`src/rtl/tbdcc_pkg.sv`:
```
// Package for the two-button debounce and chord counter.
// Holds timer widths, action codes, register indexes and the config struct.
// No dependencies.
package tbdcc_pkg;

   localparam int TIMER_BITS = 12;
   localparam int CFG_BITS   = 12;
   localparam int CMP_BITS   = (TIMER_BITS > CFG_BITS) ? TIMER_BITS : CFG_BITS;
   localparam int COUNT_BITS = 7;
   localparam int ACT_BITS   = 3;
   localparam int CSR_IDX_BITS = 2;

   localparam logic [COUNT_BITS-1:0] COUNT_MAX = COUNT_BITS'(99);
   localparam logic [COUNT_BITS-1:0] COUNT_ONE = COUNT_BITS'(1);

   typedef enum logic [ACT_BITS-1:0] {
      ACT_NONE       = 3'd0,
      ACT_PRACTICE   = 3'd1,
      ACT_STANDALONE = 3'd2,
      ACT_UP         = 3'd3,
      ACT_DOWN       = 3'd4
   } action_type;

   typedef enum logic [CSR_IDX_BITS-1:0] {
      CSR_DEBOUNCE_TICKS = 2'd0,
      CSR_COMBO_TICKS    = 2'd1,
      CSR_AP_MODE        = 2'd2
   } csr_index_type;

   typedef struct packed {
      logic [CFG_BITS-1:0] debounce_ticks;
      logic [CFG_BITS-1:0] combo_ticks;
      logic                ap_mode;
   } cfg_type;

endpackage

```
`src/rtl/tbdcc_if.sv`:
```
// Channel interfaces: button tick request, result response, register write.
// Depends on tbdcc_pkg.
interface tbdcc_req_if;
   logic valid;
   logic ready;
   logic raw_up;
   logic raw_down;
   modport source (output valid, raw_up, raw_down, input ready);
   modport sink   (input valid, raw_up, raw_down, output ready);
endinterface

interface tbdcc_rsp_if;
   import tbdcc_pkg::*;
   logic                  valid;
   logic                  ready;
   logic [ACT_BITS-1:0]   action;
   logic [COUNT_BITS-1:0] count_value;
   logic                  up_stable;
   logic                  down_stable;
   modport source (output valid, action, count_value, up_stable, down_stable, input ready);
   modport sink   (input valid, action, count_value, up_stable, down_stable, output ready);
endinterface

interface tbdcc_csr_if;
   import tbdcc_pkg::*;
   logic                    valid;
   logic                    ready;
   logic [CSR_IDX_BITS-1:0] index;
   logic [CFG_BITS-1:0]     data;
   modport source (output valid, index, data, input ready);
   modport sink   (input valid, index, data, output ready);
endinterface

```
`src/rtl/two_button_debounce_chord_counter.sv`:
```
// Two-button debouncer with chord detection and a 0..99 race count that wraps between 99 and 1.
// One request transfer is one millisecond tick with the raw up/down levels; every tick
// gives exactly one response. A tick is processed in the cycle it is taken and its result
// sits in the response register the next cycle, so one tick per clock is sustained: the
// request side is ready whenever the response register is empty or being taken. Register
// writes (0 debounce_ticks, 1 combo_ticks, 2 ap_mode) are always taken.
// Depends on tbdcc_pkg, tbdcc_if, tbdcc_debounce, tbdcc_chord.
module two_button_debounce_chord_counter (
   input  logic        clock,
   input  logic        reset,
   tbdcc_req_if.sink   req_bus,
   tbdcc_rsp_if.source rsp_bus,
   tbdcc_csr_if.sink   csr_bus
);
   import tbdcc_pkg::*;

   cfg_type               cfg_ff;
   logic                  step;
   logic                  up_in, dn_in;
   action_type            action;
   logic [COUNT_BITS-1:0] count_in;

   logic                  rsp_valid_ff;
   action_type            action_ff;
   logic [COUNT_BITS-1:0] count_ff;
   logic                  up_ff, dn_ff;

   assign req_bus.ready = !rsp_valid_ff || rsp_bus.ready;
   assign step          = req_bus.valid && req_bus.ready;
   assign csr_bus.ready = 1'b1;

   always_ff @(posedge clock) begin
      if (reset) begin
         cfg_ff.debounce_ticks <= CFG_BITS'(50);
         cfg_ff.combo_ticks    <= CFG_BITS'(300);
         cfg_ff.ap_mode        <= 1'b0;
      end else if (csr_bus.valid) begin
         case (csr_bus.index)
            CSR_DEBOUNCE_TICKS: cfg_ff.debounce_ticks <= csr_bus.data;
            CSR_COMBO_TICKS:    cfg_ff.combo_ticks    <= csr_bus.data;
            CSR_AP_MODE:        cfg_ff.ap_mode        <= csr_bus.data[0];
            default: ;
         endcase
      end
   end

   tbdcc_debounce u_up (
      .clock          (clock),
      .reset          (reset),
      .step           (step),
      .raw            (req_bus.raw_up),
      .debounce_ticks (cfg_ff.debounce_ticks),
      .stable_in      (up_in)
   );

   tbdcc_debounce u_dn (
      .clock          (clock),
      .reset          (reset),
      .step           (step),
      .raw            (req_bus.raw_down),
      .debounce_ticks (cfg_ff.debounce_ticks),
      .stable_in      (dn_in)
   );

   tbdcc_chord u_chord (
      .clock    (clock),
      .reset    (reset),
      .step     (step),
      .up       (up_in),
      .dn       (dn_in),
      .cfg      (cfg_ff),
      .action   (action),
      .count_in (count_in)
   );

   always_ff @(posedge clock) begin
      if (reset) begin
         rsp_valid_ff <= 1'b0;
      end else if (req_bus.ready) begin
         rsp_valid_ff <= req_bus.valid;
      end
   end

   always_ff @(posedge clock) begin
      if (step) begin
         action_ff <= action;
         count_ff  <= count_in;
         up_ff     <= up_in;
         dn_ff     <= dn_in;
      end
   end

   assign rsp_bus.valid       = rsp_valid_ff;
   assign rsp_bus.action      = action_ff;
   assign rsp_bus.count_value = count_ff;
   assign rsp_bus.up_stable   = up_ff;
   assign rsp_bus.down_stable = dn_ff;

   a_transfer_gives_rsp: assert property (@(posedge clock) disable iff (reset)
      step |=> rsp_valid_ff)
      else $error("accepted tick produced no response");

   a_rsp_count_range: assert property (@(posedge clock) disable iff (reset)
      rsp_valid_ff |-> count_ff <= COUNT_MAX)
      else $error("response count out of range");

   a_up_nonzero: assert property (@(posedge clock) disable iff (reset)
      (rsp_valid_ff && action_ff == ACT_UP) |-> count_ff != '0)
      else $error("count up left count at zero");

   a_ap_no_singles: assert property (@(posedge clock) disable iff (reset)
      (step && cfg_ff.ap_mode) |-> (action != ACT_UP && action != ACT_DOWN))
      else $error("single-button action in access-point mode");

endmodule

```
`src/rtl/tbdcc_debounce.sv`:
```
// One-button debouncer: raw level history, saturating stable age, debounced level.
// Depends on tbdcc_pkg.
module tbdcc_debounce (
   input  logic                           clock,
   input  logic                           reset,
   input  logic                           step,
   input  logic                           raw,
   input  logic [tbdcc_pkg::CFG_BITS-1:0] debounce_ticks,
   output logic                           stable_in
);
   import tbdcc_pkg::*;

   logic                  last_raw_ff;
   logic                  stable_ff;
   logic [TIMER_BITS-1:0] age_ff;
   logic [TIMER_BITS-1:0] age_in;

   always_comb begin
      stable_in = stable_ff;
      if (raw != last_raw_ff) begin
         age_in = '0;
      end else begin
         age_in = (age_ff == '1) ? age_ff : age_ff + TIMER_BITS'(1);
         if (raw != stable_ff && CMP_BITS'(age_in) >= CMP_BITS'(debounce_ticks)) begin
            stable_in = raw;
         end
      end
   end

   always_ff @(posedge clock) begin
      if (reset) begin
         last_raw_ff <= 1'b0;
         stable_ff   <= 1'b0;
         age_ff      <= '0;
      end else if (step) begin
         last_raw_ff <= raw;
         stable_ff   <= stable_in;
         age_ff      <= age_in;
      end
   end

endmodule

```
`src/rtl/tbdcc_chord.sv`:
```
// Press window, chord detection and the 0..99 race count, which wraps between 99 and 1.
// Depends on tbdcc_pkg.
module tbdcc_chord (
   input  logic                             clock,
   input  logic                             reset,
   input  logic                             step,
   input  logic                             up,
   input  logic                             dn,
   input  tbdcc_pkg::cfg_type               cfg,
   output tbdcc_pkg::action_type            action,
   output logic [tbdcc_pkg::COUNT_BITS-1:0] count_in
);
   import tbdcc_pkg::*;

   logic                  pending_ff, pending_in;
   logic                  hold_ff, hold_in;
   logic                  seen_up_ff, seen_up_in;
   logic                  seen_dn_ff, seen_dn_in;
   logic [TIMER_BITS-1:0] window_ff, window_in;
   logic [COUNT_BITS-1:0] count_ff;
   logic                  chord, released, expired;

   always_comb begin
      pending_in = pending_ff;
      hold_in    = hold_ff;
      seen_up_in = seen_up_ff;
      seen_dn_in = seen_dn_ff;
      window_in  = window_ff;
      count_in   = count_ff;
      action     = ACT_NONE;
      released   = !up && !dn;
      chord      = 1'b0;
      expired    = 1'b0;
      if (hold_ff) begin
         if (released) begin
            hold_in = 1'b0;
         end
      end else if (pending_ff || !released) begin
         if (!pending_ff) begin
            pending_in = 1'b1;
            window_in  = '0;
            seen_up_in = up;
            seen_dn_in = dn;
         end else begin
            window_in  = (window_ff == '1) ? window_ff : window_ff + TIMER_BITS'(1);
            seen_up_in = seen_up_ff || up;
            seen_dn_in = seen_dn_ff || dn;
         end
         chord   = seen_up_in && seen_dn_in;
         expired = CMP_BITS'(window_in) >= CMP_BITS'(cfg.combo_ticks);
         if (chord || released || expired) begin
            pending_in = 1'b0;
            hold_in    = 1'b1;
            if (chord) begin
               action = cfg.ap_mode ? ACT_STANDALONE : ACT_PRACTICE;
            end else if (cfg.ap_mode) begin
               action = ACT_NONE;
            end else if (seen_up_in) begin
               count_in = (count_ff >= COUNT_MAX) ? COUNT_ONE : count_ff + COUNT_ONE;
               action   = ACT_UP;
            end else if (count_ff != '0) begin
               count_in = (count_ff == COUNT_ONE) ? COUNT_MAX : count_ff - COUNT_ONE;
               action   = ACT_DOWN;
            end
         end
      end
   end

   always_ff @(posedge clock) begin
      if (reset) begin
         pending_ff <= 1'b0;
         hold_ff    <= 1'b0;
         seen_up_ff <= 1'b0;
         seen_dn_ff <= 1'b0;
         window_ff  <= '0;
         count_ff   <= '0;
      end else if (step) begin
         pending_ff <= pending_in;
         hold_ff    <= hold_in;
         seen_up_ff <= seen_up_in;
         seen_dn_ff <= seen_dn_in;
         window_ff  <= window_in;
         count_ff   <= count_in;
      end
   end

   a_hold_pending_exclusive: assert property (@(posedge clock) disable iff (reset)
      !(hold_ff && pending_ff))
      else $error("hold and pending window both set");

   a_count_range: assert property (@(posedge clock) disable iff (reset)
      count_ff <= COUNT_MAX)
      else $error("race count out of range");

   a_action_holds: assert property (@(posedge clock) disable iff (reset)
      (step && action != ACT_NONE) |=> hold_ff)
      else $error("decision did not enter hold");

endmodule
```
`src/flat_wrapper.sv`:
```
// flat-port wrapper written by rule: the top's interface ports become plain ports
module two_button_debounce_chord_counter_flat import tbdcc_pkg::*;
  (clock, reset, req_bus_valid, req_bus_raw_up, req_bus_raw_down, req_bus_ready, rsp_bus_valid, rsp_bus_action, rsp_bus_count_value, rsp_bus_up_stable, rsp_bus_down_stable, rsp_bus_ready, csr_bus_valid, csr_bus_index, csr_bus_data, csr_bus_ready);
  tbdcc_req_if req_bus_i ();
  tbdcc_rsp_if rsp_bus_i ();
  tbdcc_csr_if csr_bus_i ();
  input  logic clock;
  input  logic reset;
  input wire logic [$bits(req_bus_i.valid)-1:0] req_bus_valid;
  input wire logic [$bits(req_bus_i.raw_up)-1:0] req_bus_raw_up;
  input wire logic [$bits(req_bus_i.raw_down)-1:0] req_bus_raw_down;
  output wire logic [$bits(req_bus_i.ready)-1:0] req_bus_ready;
  output wire logic [$bits(rsp_bus_i.valid)-1:0] rsp_bus_valid;
  output wire logic [$bits(rsp_bus_i.action)-1:0] rsp_bus_action;
  output wire logic [$bits(rsp_bus_i.count_value)-1:0] rsp_bus_count_value;
  output wire logic [$bits(rsp_bus_i.up_stable)-1:0] rsp_bus_up_stable;
  output wire logic [$bits(rsp_bus_i.down_stable)-1:0] rsp_bus_down_stable;
  input wire logic [$bits(rsp_bus_i.ready)-1:0] rsp_bus_ready;
  input wire logic [$bits(csr_bus_i.valid)-1:0] csr_bus_valid;
  input wire logic [$bits(csr_bus_i.index)-1:0] csr_bus_index;
  input wire logic [$bits(csr_bus_i.data)-1:0] csr_bus_data;
  output wire logic [$bits(csr_bus_i.ready)-1:0] csr_bus_ready;
  assign req_bus_i.valid = req_bus_valid;
  assign req_bus_i.raw_up = req_bus_raw_up;
  assign req_bus_i.raw_down = req_bus_raw_down;
  assign req_bus_ready = req_bus_i.ready;
  assign rsp_bus_valid = rsp_bus_i.valid;
  assign rsp_bus_action = rsp_bus_i.action;
  assign rsp_bus_count_value = rsp_bus_i.count_value;
  assign rsp_bus_up_stable = rsp_bus_i.up_stable;
  assign rsp_bus_down_stable = rsp_bus_i.down_stable;
  assign rsp_bus_i.ready = rsp_bus_ready;
  assign csr_bus_i.valid = csr_bus_valid;
  assign csr_bus_i.index = csr_bus_index;
  assign csr_bus_i.data = csr_bus_data;
  assign csr_bus_ready = csr_bus_i.ready;
  two_button_debounce_chord_counter u_core (.clock(clock), .reset(reset), .req_bus(req_bus_i), .rsp_bus(rsp_bus_i), .csr_bus(csr_bus_i));
endmodule
```
`config.mk`:
```
export PLATFORM = sky130hd
export DESIGN_NAME = two_button_debounce_chord_counter_flat
export DESIGN_NICKNAME = d
export VERILOG_FILES = /design/src/rtl/tbdcc_pkg.sv /design/src/rtl/tbdcc_if.sv /design/src/rtl/two_button_debounce_chord_counter.sv /design/src/rtl/tbdcc_debounce.sv /design/src/rtl/tbdcc_chord.sv /design/src/flat_wrapper.sv
export SDC_FILE = /design/constraint.sdc
export NUM_CORES = 1
export LEC_CHECK = 0
export ABC_AREA = 1
export BUFFER_PORTS_ARGS = -buffer_cell sky130_fd_sc_hd__clkbuf_2
export CELL_PAD_IN_SITES_DETAIL_PLACEMENT = 2
export CELL_PAD_IN_SITES_GLOBAL_PLACEMENT = 2
export CORE_AREA = 2 2 137 139
export CTS_BUF_LIST = sky130_fd_sc_hd__clkbuf_16
export DETAILED_ROUTE_END_ITERATION = 6
export DIE_AREA = 0 0 139 141
export MAX_ROUTING_LAYER = met4
export PLACE_DENSITY_LB_ADDON = 0.1
export REMOVE_ABC_BUFFERS = 1
export SLEW_MARGIN = 0
export SYNTH_ARGS = -nofsm -noshare
export SYNTH_HDL_FRONTEND = slang
export SYNTH_SLANG_ARGS = --single-unit
export TNS_END_PERCENT = 50
```
`constraint.sdc`:
```
create_clock -name clock -period 3.1 [get_ports clock]
set_clock_uncertainty 0.05 [all_clocks]
set_input_delay 0.31 -clock clock [delete_from_list [all_inputs] [get_ports clock]]
set_output_delay 0.31 -clock clock [all_outputs]
set_load 0.05 [all_outputs]
```
# After elaboration in Yosys (flattened, before gate mapping)
# Index checks and enable logic that the tools add are counted.
# W data, S select, Z words.
word_totals:
  regBits: 89
  in_bits: 21
  out_inout_bits: 15
  word_cells: 101
op_classes:
  n_addsub: 5
  magnitude_cmp: 4
  eq_ne: 10
  mux: 37
  bitwise_logic: 3
  reduce_logical: 22
ops:
  columns: ["cell", "count"]
  rows:
  - ["$mux W12", 8]
  - ["$mux W7", 9]
  - ["$add A12 B1 Y12 const B", 3]
  - ["$eq A12 B12 Y1 const B", 3]
  - ["$ge A12 B12 Y1", 3]
  - ["$mux W1", 15]
  - ["$mux W3", 4]
  - ["$add A7 B1 Y7 const B", 1]
  - ["$eq A7 B1 Y1 const B", 1]
  - ["$ge A7 B7 Y1 const B", 1]
  - ["$reduce_bool A7 Y1", 1]
  - ["$sub A7 B1 Y7 const B", 1]
  - ["$logic_or A1 B1 Y1", 6]
  - ["$reduce_and A2 Y1", 3]
  - ["$logic_and A1 B1 Y1", 5]
  - ["$logic_not A1 Y1", 4]
  - ["$ne A1 B1 Y1", 4]
  - ["$not A1 Y1", 3]
  - ["$reduce_and A3 Y1", 1]
  - ["$reduce_or A3 Y1", 1]
  - ["$eq A2 B1 Y1 const B", 1]
  - ["$eq A2 B2 Y1 const B", 1]
  - ["$logic_not A2 Y1", 1]
  - ["$mux W2", 1]

# Longest topological paths before layout
# Gate-level depths: netlist of run 1.
depth:
  ltp_word: 18
  ltp_mapped: 28

# By module
# Synthesis of run 1 repeated with hierarchy kept, for this count alone.
unflattened:
  cells_unflattened: 923
  hier_area_um2: 6179.7
by_module_without_submodules:
  columns: ["mod", "n_inst", "cells_each", "area_each_um2", "seq_area_each_um2"]
  rows:
  - ["tbdcc_debounce", 2, 188, 1206.2, 280.3]
  - ["tbdcc_chord", 1, 375, 2318.5, 460.4]
  - ["two_button_debounce_chord_counter", 1, 172, 1448.9, 880.8]

# Least setup slack after synthesis of run 1
# OpenSTA, ideal clock, no wires.
synth_path:
  path_type: "reg-to-reg"
  startpoint: "reg u_core.u_dn.age_ff[0]"
  endpoint: "reg u_core.count_ff[4] (netlist: u_core.rsp_bus.count_value[4]), data pin"
  setup_ns: 0.254
  arrival_time_ns: 2.899
  required_time_ns: 2.796
  path_slack_ns: -0.103
  path_stages_with_launch: 23
  path_buffers: 0
  period_less_slack_ns: 3.203
  path_cell_list: "dfxtp_1 -> ha_1 -> nand2_1 -> nor2_1 -> nand2_1 -> nor2_1 -> nand2_1 -> nand4_1 -> nor2_1 -> xor2_1 -> ha_1 -> nand2_1 -> nand2_1 -> nand2_1 -> nand2_1 -> a21oi_1 -> nand2_1 -> nand2_1 -> nand3_1 -> a21oi_4 -> nand4_4 -> nand2_1 -> nand2_1"
synth_via:
  elab_chain_len: 16
  word_cells_on_any_way: 22
  cone_classes: "add/sub: 1; order compare: 1; eq/ne: 1; mux: 10; reduce/logical: 9"
synth_rtl:
  columns: ["element", "line_no", "text"]
  rows:
  - ["start, declared", "tbdcc_debounce.sv:15", "logic [TIMER_BITS-1:0] age_ff;"]
  - ["start signal, assigned", "tbdcc_debounce.sv:38", "age_ff <= age_in;"]
  - ["$add A12 B1 Y12 / $eq A12 B12 Y1 (equally long branches)", "tbdcc_debounce.sv:23", "age_in = (age_ff == '1) ? age_ff : age_ff + TIMER_BITS'(1);"]
  - ["$mux W12 *", "tbdcc_debounce.sv:23", null]
  - ["$ge A12 B12 Y1 *", "tbdcc_debounce.sv:24", "if (raw != stable_ff && CMP_BITS'(age_in) >= CMP_BITS'(debounce_ticks)) begin"]
  - ["$logic_and A1 B1 Y1 *", "tbdcc_debounce.sv:24", null]
  - ["$mux W1 *", "tbdcc_debounce.sv:24", null]
  - ["$mux W1 *", "tbdcc_debounce.sv:20", "if (raw != last_raw_ff) begin"]
  - ["$logic_or A1 B1 Y1", "tbdcc_chord.sv:47", "seen_dn_in = seen_dn_ff || dn;"]
  - ["$mux W1", "tbdcc_chord.sv:39", "if (!pending_ff) begin"]
  - ["$mux W1", "tbdcc_chord.sv:38", "end else if (pending_ff || !released) begin"]
  - ["$mux W1", "tbdcc_chord.sv:34", "if (hold_ff) begin"]
  - ["$logic_and A1 B1 Y1", "tbdcc_chord.sv:49", "chord = seen_up_in && seen_dn_in;"]
  - ["$logic_or A1 B1 Y1 (2 in series)", "tbdcc_chord.sv:51", "if (chord || released || expired) begin"]
  - ["$mux W7", "tbdcc_chord.sv:51", null]
  - ["$mux W7 *", "tbdcc_chord.sv:38", null]
  - ["$mux W7 *", "tbdcc_chord.sv:34", null]
  - ["named net u_core.count_in[4]", "two_button_debounce_chord_counter.sv:21", "logic [COUNT_BITS-1:0] count_in;"]
  - ["end signal, assigned", "two_button_debounce_chord_counter.sv:87", "count_ff <= count_in;"]
  - ["end, declared", "two_button_debounce_chord_counter.sv:25", "logic [COUNT_BITS-1:0] count_ff;"]
# The timed path passes the listed nets; every way through them passes the cells marked *. The select of a mux whose other input is x is not followed.
# A chain may end at the register's enable or synchronous reset.

# Final worst setup path of run 1
layout_path:
  startpoint: "reg u_core.u_up.age_ff[0]"
  endpoint: "reg u_core.u_up.age_ff[10]"
layout_via:
  elab_chain_len: 3
  word_cells_on_any_way: 4
  cone_classes: "add/sub: 1; eq/ne: 1; mux: 2"
layout_rtl:
  columns: ["element", "line_no"]
  rows:
  - ["start, declared", "tbdcc_debounce.sv:15"]
  - ["start signal, assigned", "tbdcc_debounce.sv:38"]
  - ["$add A12 B1 Y12 / $eq A12 B12 Y1 (equally long branches)", "tbdcc_debounce.sv:23"]
  - ["$mux W12 *", "tbdcc_debounce.sv:23"]
  - ["$mux W12 *", "tbdcc_debounce.sv:20"]
# Mark *: on every way between the ends. The rest lies on a longest branch, timed or not.

==> flow_summary_export.csv, run 1 <==
group,metric,value,unit
status,outcome,"complete, but fails checks",
status,violations,"setup timing",
floorplanning,die_area,19600,um2
global_routing,antenna_found_initial,0,
timing,slew_headroom,33.0,%
timing,finalSetupViolations,34,
power_and_ir_drop,switching_share,34.8,%
global_routing,grt_usage,24.9,%
timing,setup_ws,-0.594,ns
place,placedCellCount,1137,
synthesis,syn_avg_cell_area,6.99,um2
clock_network,clockBufferDepth,2,
clock_network,cts.sinks,89,
route,ant_nets,0,
floorplanning,boundaryPins,36,
floorplanning,die_width,139,um
setup_path,cp.arrival,3.85,ns
timing,drv_slew,0,
place,dp_slack,-0.634,ns
final_layout,drive_gt1_share,39.2,%
setup_path,critical_path.startpoint,"u_core.u_up.age_ff[0]",
route,first_pass_iters,6,
synthesis,ys_ff_latch,89,
floorplanning,floorplan.initialDensity,30.4,%
timing,worstMarginPinSlew,1.00,ns
route,wl_per_cell,21.1,um
setup_path,critPathRequiredTime,3.26,ns
global_routing,grt_pass1_vias,7056,
setup_path,critPathLaunchType,"register",
power_and_ir_drop,p_sw,1.17,mW
route,drtIter0Drc,202,
floorplanning,num_rows,50,
final_layout,final_nets,1051,
route,drc,0,
timing,fmax,0.271,GHz
synthesis,yosysWarnings,0,
power_and_ir_drop,combinationalPowerShare,26.7,%
final_layout,area_growth,50.9,%
synthesis,synth_area,5550,um2
worst_hold_path,hp-class,"in2reg",
synthesis,yosysSeqAreaShare,34.3,%
clock_network,cts_buffers,9,
place,portBuffers,34,
setup_path,reg2reg_from,"u_core.u_up.age_ff[0]",
final_layout,stdcell_count,1228,
synthesis,synth_area_leaders,"dfxtp_1 28%, nand2_1 13%, ha_1 9.5%",
place,dpl.hpwl,15100,um
global_routing,grt_max_degree,39,
route,wl,25900,um
power_and_ir_drop,powerDensity,402,nW/um2
power_and_ir_drop,pwr-share-clk,34.3,%
global_routing,grt_overflow,0,
synthesis,synth_cell_types,44,
place,place_congestion,0.845,
timing,finalHoldViolations,0,
worst_hold_path,worstHoldStart,"csr_bus_data[5]",
clock_network,cts_hold_buffers,0,
setup_path,crit_path_max_fanout,3,
synthesis,synthCells,794,
synthesis,synth.top_cell.area_share,27.8,%
power_and_ir_drop,p_seq_share,39.0,%
route,vias,6301,
power_and_ir_drop,p_int,2.19,mW
timing,fin_setup_tns,-15.46,ns
flow_run,drv_cap,0,
synthesis,yosysTopAreaCell,"dfxtp_1",
floorplanning,die_h,141,um
route,vias_per_cell,5.13,
clock_network,htreeDepth,3,
clock_network,cts_tree,"built",
timing,post-route-period-util,119,%
global_routing,grt_pass1_wl,37500,um
setup_path,rrSetupSlack,-0.59,ns
timing,post-route-min-period,3.69,ns
clock_network,clkLatencyLatePin,0.36,ns
power_and_ir_drop,p_leak,3.92,nW
setup_path,cp-end-kind,"register",
power_and_ir_drop,ir_worst_vdd,0.294,mV
timing,rsz0062_at_grt,"true",
clock_network,cts.clk_slew.worst_paths,0.08,ns
setup_path,critPathKind,"reg2reg",
floorplanning,core-area,18300,um2
clock_network,cts-root-buf,"clkbuf_16",
[timing repair]
action,CTS,global route
setup endpoints to repair,35,38
gates cloned,1,1
pin swaps,52,45
setup buffers,56,17
gates resized for setup,140,76
[final timing paths]
path                            end  cells after the start
min               u_core.cfg_ff[18]                      3
max          u_core.u_up.age_ff[10]                     26
max reg2reg  u_core.u_up.age_ff[10]                     26
min reg2reg       u_core.cfg_ff[11]                      2
[cell usage after synthesis]
| cell | count |
|---|---|
| ha_1 | 42 |
| nand2_2 | 4 |
| o211ai_1 | 8 |
| nor2_2 | 1 |
| nand4_1 | 21 |
| xnor2_1 | 7 |
| nand4_4 | 1 |
| conb_1 | 1 |
| a211oi_1 | 1 |
| a211o_1 | 1 |
| a21boi_0 | 1 |
| nand2_1 | 188 |
| o21ai_0 | 52 |
| nand3_2 | 1 |
| or2_2 | 1 |
| o21ai_1 | 2 |
| nand3_4 | 2 |
| buf_4 | 3 |
| nor2_1 | 56 |
| o21a_1 | 3 |
| clkbuf_1 | 19 |
| a211oi_2 | 1 |
| mux2i_1 | 2 |
| nand3_1 | 35 |
| nand3b_1 | 1 |
| nor4_2 | 1 |
| xor2_1 | 12 |
| a21oi_2 | 1 |
| buf_1 | 2 |
| dfxtp_1 | 77 |
| nor4_1 | 4 |
| nand2_4 | 2 |
| a31oi_1 | 3 |
| nor2_4 | 1 |
| inv_1 | 116 |
| buf_6 | 1 |
| a21oi_1 | 90 |
| nor3_2 | 2 |
| a21oi_4 | 1 |
| a21o_1 | 1 |
| edfxtp_1 | 12 |
| inv_2 | 2 |
| nor3_1 | 11 |
| buf_2 | 1 |
[layout make-up]
| type | count | area [um2] |
|---|---|---|
| fill | 2088 | 9890 |
| multi-input combinational | 562 | 3850 |
| sequential | 89 | 1920 |
| timing repair buffer | 208 | 1560 |
| inverter | 118 | 450 |
| tap | 234 | 293 |
| clock buffer | 9 | 225 |
| clock inverter | 7 | 71.3 |
| antenna | 1 | 2.50 |
[flip-flops by register name, summed over array words and instances (netlist names), 3 cells and up]
name	flops
u_core.cfg_ff	25
u_core.u_chord.window_ff	12
u_core.u_dn.age_ff	12
u_core.u_up.age_ff	12
u_core.rsp_bus.count_value	7
u_core.u_chord.count_ff	7
u_core.rsp_bus.action	3
[metrics by stage]
stage                     instance area, um2  hold slack, ns  total power [mW]  util (%)
after floorplan                         5430           0.329              1.73         -
after global placement                  6690           0.405              1.98      36.6
after detailed placement                6690           0.414              2.02      36.6
after CTS                               7910           0.157              3.28      43.3
after global routing                    8370           0.180              3.51      45.8
final                                   8370           0.165              3.36      45.8
[cell usage in the layout, fill, tap and decap left out, types with 3 or more instances in the layout]
cell type / netlist / layout
nand3_4: 2 / 8
dfxtp_2: 0 / 11
nor2_2: 1 / 10
nor2_4: 1 / 9
nand3_2: 1 / 11
nand2_4: 2 / 12
edfxtp_1: 12 / 12
nand4_1: 21 / 21
clkbuf_16: 0 / 10
xor2_1: 12 / 11
o211ai_1: 8 / 8
a21oi_2: 1 / 13
buf_6: 1 / 8
dfxtp_1: 77 / 64
nand2_1: 188 / 150
nor4_4: 0 / 3
nor2_1: 56 / 39
nor3_1: 11 / 8
o21ai_2: 0 / 10
nand3_1: 35 / 20
inv_2: 2 / 11
buf_12: 0 / 3
o21ai_0: 52 / 28
clkinv_4: 0 / 3
a21oi_1: 90 / 77
ha_1: 42 / 27
o21ai_1: 2 / 15
nand2_2: 4 / 32
o21a_1: 3 / 3
inv_1: 116 / 105
nor3_2: 2 / 3
clkbuf_2: 0 / 34
buf_4: 3 / 162
xnor2_1: 7 / 5
ha_4: 0 / 15
[kinds of logic after synthesis]
family | after synthesis | synth area share, %
AO/OA/AOI/OAI | 165 | 16.1
XOR/XNOR | 19 | 3.00
adder cells (fa/ha/maj) | 42 | 9.47
buffers and inverters | 144 | 10.1
flip-flops | 89 | 34.3
multiplexers | 2 | 0.361
other | 1 | 0.0676
AND/OR/NAND/NOR | 332 | 26.7
[worst max-delay path: stages (launching register included)]
cell     delay (ns)
dfxtp_2        0.36
ha_4           0.16
nand2_4        0.06
nor2_4         0.14
nand2_4        0.08
nor2_4         0.15
buf_6          0.12
nand2_2        0.04
xor2_1         0.18
nand2_2        0.12
buf_4          0.15
buf_4          0.12
buf_4          0.12
buf_4          0.12
buf_4          0.12
buf_4          0.13
buf_4          0.13
buf_4          0.13
buf_4          0.12
buf_4          0.13
buf_4          0.12
buf_4          0.13
buf_4          0.13
buf_4          0.12
buf_4          0.12
nand2_1        0.06
a21oi_1        0.11
[power groups by stage]
| stage | combinational, mW | sequential [mW] | clock, mW |
|---|---|---|---|
| 5_1_grt | 0.968 | 1.32 | 1.22 |
| 4_1_cts | 0.790 | 1.31 | 1.18 |
| 6_report | 0.899 | 1.31 | 1.16 |
| 3_3_place_gp | 0.660 | 1.32 | 0 |
| 2_1_floorplan | 0.353 | 1.38 | 0 |
| 3_5_place_dp | 0.695 | 1.33 | 0 |
[per-layer routing]
layer,wire (um),GRT usage [%],part of all wire [%]
met3,597,3.09,2.3
met1,10400,26.9,40
met2,13900,47.0,54
met4,1040,8.40,4.0
met5,0,-,0
Power figures use the tool's default switching activity.
==> run 2, diff against run 1 <==
--- a/config.mk
+++ b/config.mk
@@ -9,15 +9,17 @@
 export BUFFER_PORTS_ARGS = -buffer_cell sky130_fd_sc_hd__clkbuf_2
 export CELL_PAD_IN_SITES_DETAIL_PLACEMENT = 2
 export CELL_PAD_IN_SITES_GLOBAL_PLACEMENT = 2
-export CORE_AREA = 2 2 137 139
+export CORE_AREA = 2 2 145 147
 export CTS_BUF_LIST = sky130_fd_sc_hd__clkbuf_16
 export DETAILED_ROUTE_END_ITERATION = 6
-export DIE_AREA = 0 0 139 141
+export DIE_AREA = 0 0 147 149
+export HOLD_SLACK_MARGIN = 0.02
 export MAX_ROUTING_LAYER = met4
 export PLACE_DENSITY_LB_ADDON = 0.1
 export REMOVE_ABC_BUFFERS = 1
 export SLEW_MARGIN = 0
 export SYNTH_ARGS = -nofsm -noshare
 export SYNTH_HDL_FRONTEND = slang
+export SYNTH_HIERARCHICAL = 1
 export SYNTH_SLANG_ARGS = --single-unit
 export TNS_END_PERCENT = 50
==> flow_summary_export.csv, run 2 <==
group,metric,value,unit
status,outcome,"complete, but fails checks",
status,violations,"setup timing",
setup_path,reg2reg_from,"u_core/u_dn/age_ff[1]",
clock_network,htreeDepth,3,
route,ant_nets,0,
power_and_ir_drop,p_seq_share,41.1,%
route,wl,20600,um
setup_path,max_stage_delay,0.37,ns
synthesis,yosysTopAreaCell,"dfxtp_1",
route,drc,0,
clock_network,cts.sinks,89,
synthesis,synth_adder_area_share,8.50,%
flow_run,drv_cap,0,
global_routing,grt_overflow,0,
worst_hold_path,worstHoldStart,"csr_bus_data[7]",
place,dpl.hpwl,14900,um
clock_network,cts_tree,"built",
final_layout,fillCellCount,2505,
power_and_ir_drop,finalPower,3.21,mW
final_layout,stdcell_count,1339,
timing,post-route-min-period,3.48,ns
synthesis,synth_top_flop_cell,"dfxtp_1",
power_and_ir_drop,p_sw,1.08,mW
synthesis,synth_mux_area_share,0,%
global_routing,antenna_found_initial,0,
timing,hold_ws,0.171,ns
floorplanning,boundaryPins,36,
synthesis,synthSimpleGateAreaFrac,34.0,%
setup_path,crit_path_max_fanout,8,
clock_network,cts-root-buf,"clkbuf_16",
route,wl_per_cell,15.4,um
synthesis,ys_ff_latch,89,
setup_path,crit_path_frequent_cell,"nand2_2",
power_and_ir_drop,p_int,2.13,mW
clock_network,clockBufferDepth,2,
power_and_ir_drop,combinationalPowerShare,25.2,%
worst_hold_path,min_path_cells,3,
timing,finalSetupViolations,33,
timing,fmax,0.288,GHz
power_and_ir_drop,switching_share,33.7,%
global_routing,grt_max_degree,32,
global_routing,grt_pass1_vias,6705,
timing,worstMarginPinSlew,0.900,ns
synthesis,synth_edf_count,12,
synthesis,synth_common_cells,"257 x nand2_1, 161 x inv_1, 77 x dfxtp_1",
synthesis,synth.top_cell.area_share,24.9,%
synthesis,synth_cell_types,45,
final_layout,area_growth,32.3,%
final_layout,largest_reg_flops,25,
timing,fin_setup_tns,-10.30,ns
clock_network,cts_buffers,9,
synthesis,syn_avg_cell_area,6.70,um2
setup_path,critPathTopFamily,"simple AND/OR/NAND/NOR gates",
timing,finalHoldViolations,0,
setup_path,cp.arrival,3.72,ns
worst_hold_path,min_to,"u_core/cfg_ff[8]",
synthesis,yosysWarnings,6,
synthesis,synth_area,6180,um2
synthesis,synthCells,923,
final_layout,final_cell_mix,"224 x nand2_1, 156 x inv_1, 109 x buf_4, 71 x dfxtp_1, 68 x nor2_1",
synthesis,yosysMostFrequentCell,"nand2_1",
place,portBuffers,34,
setup_path,crit_slowest_cell,"dfxtp_2",
synthesis,synth_area_leaders,"dfxtp_1 25%, nand2_1 16%, inv_1 9.8%",
power_and_ir_drop,p_leak,4.21,nW
final_layout,n_antenna_cell,0,
timing,rsz0062_at_grt,"true",
clock_network,cts.clk_slew.worst_paths,0.07,ns
timing,slew_headroom,39.9,%
final_layout,final_nets,1122,
setup_path,rrSetupSlack,-0.38,ns
setup_path,critPathRequiredTime,3.34,ns
setup_path,r2r_cells,29,
power_and_ir_drop,powerDensity,393,nW/um2
timing,post-route-period-util,112,%
floorplanning,floorplan.initialDensity,30.1,%
place,dp_slack,-0.584,ns
synthesis,synth_top_family_by_area,"simple AND/OR/NAND/NOR gates",
synthesis,yosysSeqAreaShare,30.8,%
floorplanning,num_rows,53,
setup_path,critPathLaunchType,"register",
floorplanning,die_h,149,um
route,vias,6312,
synthesis,synth_compound_area_share,12.2,%
place,placedCellCount,1304,
setup_path,cp-end-kind,"register",
power_and_ir_drop,pwr-share-clk,33.7,%
timing,setup_ws,-0.378,ns
floorplanning,die_width,147,um
final_layout,regMostFlops,"u_core/cfg_ff",
setup_path,path_buf_inv,5,
floorplanning,core-area,20600,um2
setup_path,critPathKind,"reg2reg",
global_routing,grt_usage,19.5,%
setup_path,r2r_end,"u_core/u_chord/count_ff[1]",
place,place_congestion,0.772,
clock_network,clkLatencyLatePin,0.35,ns
floorplanning,die_area,21900,um2
setup_path,cp_num_cells,29,
route,first_pass_iters,4,
global_routing,grt_pass1_wl,33500,um
synthesis,async_flop_share,0,%
synthesis,synth_xor_area_share,1.56,%
timing,drv_slew,0,
clock_network,cts_hold_buffers,0,
power_and_ir_drop,ir_worst_vdd,0.266,mV
route,drtIter0Drc,150,
final_layout,drive_gt1_share,28.5,%
final_layout,final_common_cell,"nand2_1",
route,vias_per_cell,4.71,
worst_hold_path,hp-class,"in2reg",
==> run 2: changes by cell type in the layout (fill, tap and decap cells not counted), moves of 8 or more <==
cell / delta
o21ai_0: -11
nand3_1: +33
a21oi_1: -17
nand2_1: +74
inv_1: +51
buf_4: -53
dfxtp_2: -8
nor2_1: +29
==> run 2: worst max-delay path by stage <==
| stage | startpoint | end | slack (ns) |
|---|---|---|---|
| floorplan | u_core/rsp_bus.valid | u_core/u_dn/age_ff[11] | -0.58 |
| global placement | u_core/u_up/age_ff[0] | u_core/rsp_bus.count_value[6] | -0.46 |
| detailed placement | u_core/u_up/age_ff[0] | u_core/rsp_bus.count_value[0] | -0.58 |
| CTS | u_core/u_up/age_ff[1] | u_core/rsp_bus.count_value[6] | -0.38 |
| global route | u_core/u_dn/age_ff[1] | u_core/u_chord/count_ff[4] | -0.61 |
| finish | u_core/u_dn/age_ff[1] | u_core/u_chord/count_ff[1] | -0.38 |
==> run 2: what timing repair did <==
action                                  4_1_cts  5_1_grt
endpoints found under the hold margin         0        0
endpoints found under the setup margin       33       33
resized for setup                            44       70
pin swaps                                    25       29
buffers inserted                             12        7
==> run 2: stage by stage <==
step | util, % | area [um2]
after floorplan | - | 6020
after global placement | 35.8 | 7350
after detailed placement | 35.8 | 7350
after CTS | 38.1 | 7840
after global routing | 39.8 | 8180
final | 39.8 | 8180
==> run 2: power by group through the flow <==
stage / combinational, mW / sequential (mW) / clock, mW
4_1_cts: 0.774 / 1.32 / 1.14
5_1_grt: 0.913 / 1.33 / 1.18
6_report: 0.809 / 1.32 / 1.08
2_1_floorplan: 0.391 / 1.40 / 0
3_3_place_gp: 0.714 / 1.35 / 0
3_5_place_dp: 0.733 / 1.35 / 0
==> run 2: routing by layer <==
layer	GRT usage, %	wire length [um]	share of wire (%)	vias to the layer above
li1	-	-	-	3179
met1	25.4	9700	47	3069
met2	32.8	10300	50	51
met3	1.87	405	2.0	13
met4	5.19	200	0.97	0
met5	-	0	0	-
==> run 2: logic make-up after synthesis <==
logic type                 Yosys count
xor gates and xnor gates            11
DFF                                 89
AOI/OAI and AO/OA                  129
and+or+nand+nor                    452
buffers and inverters              199
other                                1
adders and majority gates           42
==> run 2: cell type report <==
cell class	instances	area (um2)	share of cell area (%)
repair buffers	156	1160	14.2
inverters	168	633	7.74
clock inverters	6	30.0	0.367
clock buffers	10	250	3.06
well taps	275	344	4.21
multi-input cells	635	3840	47.0
flip-flops and latches	89	1920	23.4
==> run 2: worst min-delay path, stage by stage <==
cell and delay [ns]:
clkbuf_2 0.10, nor2_1 0.05, nor2_1 0.08
==> run 3, diff against run 2 <==
--- a/config.mk
+++ b/config.mk
@@ -10,11 +10,9 @@
 export CELL_PAD_IN_SITES_DETAIL_PLACEMENT = 2
 export CELL_PAD_IN_SITES_GLOBAL_PLACEMENT = 2
 export CORE_AREA = 2 2 145 147
-export CTS_BUF_LIST = sky130_fd_sc_hd__clkbuf_16
 export DETAILED_ROUTE_END_ITERATION = 6
 export DIE_AREA = 0 0 147 149
 export HOLD_SLACK_MARGIN = 0.02
-export MAX_ROUTING_LAYER = met4
 export PLACE_DENSITY_LB_ADDON = 0.1
 export REMOVE_ABC_BUFFERS = 1
 export SLEW_MARGIN = 0
==> flow_summary_export.csv, run 3 (synthesis gave the netlist of run 2 again) <==
group,metric,value,unit
floorplanning,core-area,20600,um2
final_layout,stdcell_count,1343,
clock_network,cts.sinks,89,
setup_path,r2r_end,"u_core/u_chord/count_ff[2]",
power_and_ir_drop,powerDensity,403,nW/um2
final_layout,drive_gt1_share,30.1,%
final_layout,area_growth,34.7,%
route,vias_per_cell,4.75,
timing,fmax,0.279,GHz
clock_network,cts.clk_slew.worst_paths,0.07,ns
timing,post-route-min-period,3.58,ns
worst_hold_path,hp-class,"in2reg",
worst_hold_path,min_to,"u_core/cfg_ff[8]",
clock_network,htreeDepth,3,
setup_path,r2r_cells,29,
route,drtIter0Drc,157,
power_and_ir_drop,finalPower,3.35,mW
setup_path,cp-end-kind,"register",
clock_network,cts_tree,"built",
setup_path,max_stage_delay,0.38,ns
global_routing,grt_overflow,0,
route,ant_nets,0,
setup_path,cp_num_cells,29,
setup_path,path_buf_inv,5,
floorplanning,num_rows,53,
final_layout,regMostFlops,"u_core/cfg_ff",
final_layout,n_antenna_cell,0,
flow_run,drv_cap,0,
place,dpl.hpwl,14900,um
clock_network,clockBufferDepth,2,
final_layout,fillCellCount,2479,
global_routing,grt_usage,19.6,%
timing,rsz0062_at_grt,"true",
floorplanning,die_width,147,um
status,violations,"setup timing",
setup_path,crit_path_frequent_cell,"nand2_1",
timing,drv_slew,0,
place,placedCellCount,1304,
floorplanning,boundaryPins,36,
power_and_ir_drop,ir_worst_vdd,0.273,mV
route,vias,6382,
setup_path,crit_slowest_cell,"dfxtp_4",
final_layout,multi_input_area,3880,um2
timing,hold_ws,0.171,ns
floorplanning,floorplan.initialDensity,30.1,%
route,first_pass_iters,5,
worst_hold_path,min_path_cells,3,
final_layout,utilization,40.5,%
status,outcome,"complete, but fails checks",
setup_path,cp.arrival,3.78,ns
floorplanning,die_h,149,um
final_layout,final_cell_mix,"225 x nand2_1, 153 x inv_1, 108 x buf_4, 71 x dfxtp_1, 65 x nor2_1",
setup_path,reg2reg_from,"u_core/u_up/age_ff[0]",
final_layout,largest_reg_flops,25,
route,drc,0,
worst_hold_path,worstHoldStart,"csr_bus_data[7]",
final_layout,final_nets,1126,
global_routing,antenna_found_initial,0,
power_and_ir_drop,p_leak,4.28,nW
timing,post-route-period-util,116,%
place,place_area,7350,um2
setup_path,crit_path_max_fanout,8,
timing,worstMarginPinSlew,0.907,ns
timing,finalHoldViolations,0,
timing,finalSetupViolations,33,
timing,setup_ws,-0.482,ns
route,wl,21400,um
setup_path,critPathLaunchType,"register",
global_routing,grt_max_degree,32,
clock_network,cts_buffers,9,
clock_network,cts-root-buf,"clkbuf_16",
place,portBuffers,34,
global_routing,grt_pass1_vias,6840,
final_layout,final_area,8330,um2
setup_path,rrSetupSlack,-0.48,ns
place,place_congestion,0.762,
setup_path,critPathTopFamily,"simple AND/OR/NAND/NOR gates",
clock_network,clkLatencyLatePin,0.36,ns
setup_path,critPathKind,"reg2reg",
timing,slew_headroom,39.5,%
floorplanning,die_area,21900,um2
final_layout,ff_latch_area,1920,um2
final_layout,final_common_cell,"nand2_1",
route,wl_per_cell,15.9,um
global_routing,grt_pass1_wl,34500,um
setup_path,critPathRequiredTime,3.30,ns
-- run 3: cell types whose count changed in the layout (fill, tap and decap cells not counted), sizes merged --
cell	before	now
clkinv	4	1
buf	122	125
bufbuf	0	1
inv	170	169
clkbuf	44	48
-- run 3: worst max path at each step --
stage / start / end / slack (ns)
floorplan: u_core/rsp_bus.valid / u_core/u_dn/age_ff[11] / -0.58
global placement: u_core/u_up/age_ff[0] / u_core/rsp_bus.count_value[6] / -0.46
detailed placement: u_core/u_up/age_ff[0] / u_core/rsp_bus.count_value[0] / -0.58
CTS: u_core/u_up/age_ff[1] / u_core/rsp_bus.count_value[6] / -0.39
global route: u_core/u_up/age_ff[0] / u_core/u_chord/count_ff[2] / -0.73
finish: u_core/u_up/age_ff[0] / u_core/u_chord/count_ff[2] / -0.48
-- run 3: routing by layer --
layer	vias to the layer above	share of wire, %	wire (um)	track usage, %
li1	3180	-	-	-
met1	3113	47	10000	26.0
met2	69	50	10700	34.1
met3	20	1.9	416	2.05
met4	0	1.2	260	5.00
met5	-	0	0	0
-- run 3: what timing repair did --
| action | CTS | global route |
|---|---|---|
| endpoints found under the setup margin | 33 | 34 |
| buffers inserted | 20 | 8 |
| resized for setup | 46 | 78 |
| hold buffers | 0 | 0 |
| cloned | 1 | 0 |
| pin swaps | 36 | 47 |
-- run 3: through the flow --
| stage | setup TNS [ns] | setup WS [ns] |
|---|---|---|
| final | -11.56 | -0.482 |
| after global routing | -19.66 | -0.729 |
| after CTS | -10.14 | -0.393 |
| after detailed placement | -16.52 | -0.584 |
| after global placement | -12.98 | -0.456 |
| after floorplan | -18.11 | -0.577 |
-- run 3: worst min-delay path, delay by kind of cell --
kind	cells	cell delay, ns
and+or+nand+nor	2	0.13
buffers and inverters	1	0.10
-- run 3: area by class of cell --
cell class / count / share of cell area, %
Clock buffer: 14 / 3.67
Clock inverter: 2 / 0.180
Inverter: 168 / 7.63
Multi-Input combinational cell: 635 / 46.6
Sequential cell: 89 / 23.1
Tap cell: 275 / 4.13
Timing Repair Buffer: 160 / 14.8
-- run 3: power by group --
group | internal [mW] | switching (mW) | total (mW) | leakage, nW
clock | 0.684 | 0.503 | 1.19 | 0.161
combinational | 0.317 | 0.527 | 0.844 | 3.36
sequential | 1.25 | 0.0755 | 1.32 | 0.753
total | 2.25 | 1.11 | 3.35 | 4.28
